[src/ptd_pkg.sv]
// ----------------------------------------------------------------------------
// ptd_pkg
// Shared sizes, command codes and controller/datapath interface types for
// the prefix tree dictionary.
// ----------------------------------------------------------------------------
package ptd_pkg;

   localparam int MAX_NODES     = 1024;
   localparam int ALPHABET_SIZE = 26;
   localparam int NODE_W        = $clog2(MAX_NODES);
   localparam int COUNT_W       = NODE_W + 1;
   localparam int LETTER_W      = 5;
   localparam int CMD_W         = 2;
   localparam int CHILD_DEPTH   = MAX_NODES * ALPHABET_SIZE;
   localparam int SLOT_W        = $clog2(CHILD_DEPTH);

   localparam logic [CMD_W-1:0] CMD_INSERT = 2'd0;
   localparam logic [CMD_W-1:0] CMD_SEARCH = 2'd1;
   localparam logic [CMD_W-1:0] CMD_PREFIX = 2'd2;

   typedef enum logic [2:0] {
      ST_CLEAR,
      ST_IDLE,
      ST_RESOLVE,
      ST_FINISH,
      ST_SEARCH
   } ptd_state_type;

   typedef struct packed {
      logic clear_step;
      logic accept;
      logic resolve;
      logic mark_read;
      logic deliver;
   } ptd_ctrl_type;

   typedef struct packed {
      logic clear_last;
      logic lookup;
      logic req_last;
      logic item_last;
      logic need_mark_read;
      logic out_free;
   } ptd_status_type;

endpackage

[src/ptd_ctrl.sv]
// ----------------------------------------------------------------------------
// ptd_ctrl
// Sequencer: clearing pass, letter lookup, child resolve, word end handling
// and result hand-off.
// ----------------------------------------------------------------------------
module ptd_ctrl
   import ptd_pkg::*;
(
   input  logic           clock,
   input  logic           reset,
   input  logic           req_valid,
   output logic           req_stall,
   input  ptd_status_type status,
   output ptd_ctrl_type   ctrl
);

   ptd_state_type state_ff;
   ptd_state_type state_in;

   always_ff @(posedge clock) begin
      if (reset) begin
         state_ff <= ST_CLEAR;
      end else begin
         state_ff <= state_in;
      end
   end

   always_comb begin
      state_in  = state_ff;
      ctrl      = '0;
      req_stall = 1'b1;
      case (state_ff)
         ST_CLEAR: begin
            ctrl.clear_step = 1'b1;
            if (status.clear_last) begin
               state_in = ST_IDLE;
            end
         end
         ST_IDLE: begin
            req_stall = 1'b0;
            if (req_valid) begin
               ctrl.accept = 1'b1;
               if (status.lookup) begin
                  state_in = ST_RESOLVE;
               end else if (status.req_last) begin
                  state_in = ST_FINISH;
               end
            end
         end
         ST_RESOLVE: begin
            ctrl.resolve = 1'b1;
            state_in     = status.item_last ? ST_FINISH : ST_IDLE;
         end
         ST_FINISH: begin
            if (status.need_mark_read) begin
               ctrl.mark_read = 1'b1;
               state_in       = ST_SEARCH;
            end else if (status.out_free) begin
               ctrl.deliver = 1'b1;
               state_in     = ST_IDLE;
            end
         end
         ST_SEARCH: begin
            if (status.out_free) begin
               ctrl.deliver = 1'b1;
               state_in     = ST_IDLE;
            end
         end
         default: begin
            state_in = ST_CLEAR;
         end
      endcase
   end

endmodule

[config.mk]
export PLATFORM = sky130hd
export DESIGN_NAME = ptd_ctrl
export DESIGN_NICKNAME = d
export VERILOG_FILES = /design/src/ptd_pkg.sv /design/src/ptd_ctrl.sv
export SDC_FILE = /design/constraint.sdc
export NUM_CORES = 1
export LEC_CHECK = 0
export ABC_AREA = 1
export BUFFER_PORTS_ARGS = -buffer_cell sky130_fd_sc_hd__buf_2
export CAP_MARGIN = 20
export CORE_AREA = 2 2 39 41
export CTS_CLUSTER_SIZE = 20
export DETAILED_ROUTE_END_ITERATION = 10
export DIE_AREA = 0 0 41 43
export MAX_ROUTING_LAYER = met4
export PLACE_DENSITY = 0.45
export SYNTH_ARGS = -nofsm -noshare
export SYNTH_HDL_FRONTEND = slang
export SYNTH_SLANG_ARGS = --single-unit
[constraint.sdc]
create_clock -name clock -period 2.74 [get_ports clock]
set_input_delay 0.137 -clock clock [delete_from_list [all_inputs] [get_ports clock]]
set_output_delay 0.137 -clock clock [all_outputs]
set_load 0.02 [all_outputs]
== Word level (Yosys, flattened, before mapping) ==
Index checks and enable logic that the tools add are counted.
Storage, ports and cells
  bits of input ports: 9
  bits in registers: 3
  output and inout port bits: 6
  logic and storage cells: 28
Operators by class
  reduce and logical (&&, ||, !) cells: 2
  mux-type cells: 18
  eq/ne operators: 7
Operators with widths (number)
  2-to-1 mux 3 bit: 6
  one-hot mux 3 bit (5 select lines): 1
  2-to-1 mux 1 bit: 9
  == test 3 x 2 -> 1 bit, second input constant: 2
  inequality test 2 bit, second input constant: 2
  == test 3 x 1 -> 1 bit, second input constant: 1
  == test 3 bit, second input constant: 1
  logical NOT 3 bit: 1
  inequality test 3 bit, second input constant: 1
  AND reduction 3 bit: 1
  2-to-1 mux 2 bit: 1
  one-hot mux 1 bit (2 select lines): 1

== Logic depth before layout (Yosys ltp) ==
  word-level depth: 4
  gate-level depth with buffers: 9
  mapped depth without buffers: 8

== Least setup slack after synthesis ==
No wires, ideal clock.
  kind: register -> output
  from: register state_ff[0]
  to: output ctrl[0] in the netlist's numbering
  stages on the path, launching flop included: 6
  data required time: 2.603 ns
  slack: 1.431 ns
  data arrival time: 1.172 ns
  buffers on the path: 1
  cell sequence: dfxtp_1 buf_6 nand2_1 nor2_2 inv_1 o31ai_1
RTL lines
  start: declaration: RTL line ptd_ctrl.sv:17  | ptd_state_type state_ff;
  start signal: assignment: RTL line ptd_ctrl.sv:24  | state_ff <= state_in;
  end: declaration: RTL line ptd_ctrl.sv:14  | output ptd_ctrl_type ctrl

==> impl_metrics.py <==
metrics = {
    "setup_path": {
        "cpPeakStageDelay_ps": 460,
        "endpoint_kind": "primary output",
        "required_ps": 2600,
        "crit_fanout": 8,
        "cp_top_family": "flip-flops",
        "crit_path_start_kind": "flip-flop",
        "crit_type": "reg -> out",
        "cp_num_buf_inv": 2,
        "cp.arrival_ps": 1350,
        "cp_cell_sequence": "nand2_1 > nor2_2 > inv_1 > o31ai_1 > buf_2",
        "cp_slowest_cell": "dfxtp_1",
    },
    "clock_network": {
        "cts_tree": "yes",
        "ctsHoldBuffers": 0,
        "cts_setup_buffers": 0,
        "cts-root-buf": "clkbuf_4",
        "numCtsBuffers": 3,
        "clockBufferDepth": 2,
        "cts.sinks": 3,
        "clk-insertion-delay-late_ps": 230,
        "post_cts_resized": 0,
        "htree_num_levels": 1,
        "clk_pin_slew_ps": 40,
    },
    "power": {
        "combPwrFrac_pct": 42.3,
        "vdd_drop_max_mv": 0.210,
        "p_sw_share_pct": 40.0,
        "powerDensity_nw_per_um2": 618,
        "p_leak_nw": 0.202,
        "p_seq_share_pct": 26.0,
        "p_sw_mw": 0.0949,
        "p_clk_share_pct": 31.7,
        "internal_power_mw": 0.142,
    },
    "detailed_routing": {
        "wl_per_cell_um": 7.96,
        "vias_per_cell": 3.91,
        "drt_iter0_markers": 1,
        "drc": 0,
        "vias": 317,
        "wirelength_um": 645,
        "ant_nets": 0,
        "dr.pass1.iters": 2,
    },
    "flow_run": {
        "maxCapViolCount": 0,
    },
    "place": {
        "pre_cts_ws_ps": 1500,
        "hpwlAfterDp_um": 545,
        "gp_congestion": 0.678,
        "port-buffer-count": 14,
    },
    "yosys": {
        "synth_area_leaders": "dfxtp_1 22%, inv_1 11%, nand2_1 11%, nor2_1 11%, nor2_2 9.0%",
        "ys_top_cells_by_count": "8 x inv_1, 8 x nand2_1, 8 x nor2_1",
        "post-synth-top-area-cell": "dfxtp_1",
        "syn_area_um2": 279,
        "synthCells": 48,
        "synth-async-reset-ratio_pct": 0,
        "syn_nets": 57,
        "ys_dominant_reg_cell": "dfxtp_1",
        "ys_warn_count": 0,
        "synth.distinct_cells": 16,
        "yosysSeqAreaShare_pct": 21.5,
        "synth-seq-cells": 3,
        "yosysTopAreaCellShare_pct": 21.5,
        "syn_avg_cell_area_um2": 5.81,
        "synth_edf_count": 0,
    },
    "cells_and_area": {
        "fin_nets": 75,
        "reg_top3": "state_ff (3)",
        "area_delta_synth_final_pct": 37.7,
        "num_antenna_cells": 0,
        "regMostFlops": "state_ff",
        "drive_above_1_share_pct": 40.0,
        "largest_register_ffs": 3,
    },
    "sta": {
        "fin_ws_ps": 1260,
        "fin_crit_sh_pct": 54.2,
        "fin_worst_skew_ps": 0.937,
        "period_needed_ps": 1480,
        "tns_ps": 0,
        "timing.fmax_mhz": 674,
        "worst_pin_slew_ps": 272,
        "grt_setup_unrepaired": "no",
        "hold_viol": 0,
        "slew-limit-headroom_pct": 81.9,
        "finalSetupViolCount": 0,
        "maxSlewViolCount": 0,
    },
    "global_routing": {
        "antenna_found_initial": 0,
        "grt_pass1_wl_um": 1010,
        "grt.total_usage_pct": 8.62,
        "grt_max_degree": 9,
        "grt_pass1_vias": 260,
        "grt_overflow": 0,
    },
    "floorplanning": {
        "dieArea_um2": 1760,
        "die_w_um": 41,
        "ioPinCount": 15,
        "placementRows": 14,
        "core_area_um2": 1380,
        "start_util_pct": 20.2,
        "fp.dieH_um": 43,
    },
    "worst_hold_path": {
        "hold_class": "in -> reg",
    },
    "run_status": {
        "outcome": "completed",
    },
}
[final cells by class]
class / count / area, um^2
inverter: 11 / 41.3
timing repair buffer: 14 / 70.1
sequential: 3 / 60.1
tap: 16 / 20.0
fill: 167 / 1000
clock buffer: 4 / 26.3
multi-input combinational: 33 / 166
[worst reg2reg max path, delay by kind of cell, from the launching register on]
kind                   cells  cell delay, ps
AO/OA/AOI/OAI              1             100
buffers and inverters      1              40
flip-flops                 1             460
AND/OR/NAND/NOR            6             460
[stage by stage]
stage,hold WS [ps],power (mW),util (%),cells,area [um^2]
after floorplan,199,0.141,-,48,279
after global placement,338,0.165,25.9,77,358
after detailed placement,341,0.164,25.9,77,358
after CTS,99.2,0.242,27.8,81,384
after global routing,109,0.260,27.8,81,384
final,106,0.237,27.8,81,384
[power by group through the flow]
| stage | Clock [mW] | Combinational, mW | Sequential (mW) |
|---|---|---|---|
| 2_1_floorplan | 0 | 0.0863 | 0.0549 |
| 3_3_place_gp | 0 | 0.103 | 0.0624 |
| 3_5_place_dp | 0 | 0.101 | 0.0626 |
| 4_1_cts | 0.0787 | 0.102 | 0.0619 |
| 5_1_grt | 0.0831 | 0.114 | 0.0628 |
| 6_report | 0.0751 | 0.100 | 0.0618 |
[layer usage]
metal,global-route usage (%),vias to the layer above,wire length (um)
li1,-,185,-
met1,12.1,120,324
met2,10.6,12,267
met3,3.14,0,53
met4,4.00,0,0
met5,-,-,0
[path summary, 6_finish.rpt]
path	endpoint	depth (start not counted)	from	slack [ps]
worst max-delay path	ctrl[0]	5	state_ff[0]	1260
worst min-delay path	state_ff[0]	2	reset	110
worst max register to register	state_ff[0]	8	state_ff[0]	1630
worst min register to register	state_ff[2]	2	state_ff[2]	570
[cells in the final DEF (no fill, tap or decap)]
cell type   n
o21ai_1     1
nand3_2     1
clkbuf_1    1
nand3b_1    1
a21oi_1     1
inv_1       8
nor2_2      4
clkbuf_4    3
inv_2       3
nor2_1      8
o31ai_1     1
dfxtp_1     3
nand2_1     8
buf_2      14
nand3_1     3
nor3_1      2
nand4_1     2
a21oi_2     1
[cell families (layout without fill, tap and decap cells)]
group | count (synthesis) | in the layout | share of synthesized area (%)
simple gates | 29 | 29 | 50.2
compound gates | 4 | 4 | 9.42
flops | 3 | 3 | 21.5
buf+inv | 12 | 29 | 18.8
Note: power is estimated with default switching activity, not from simulation.
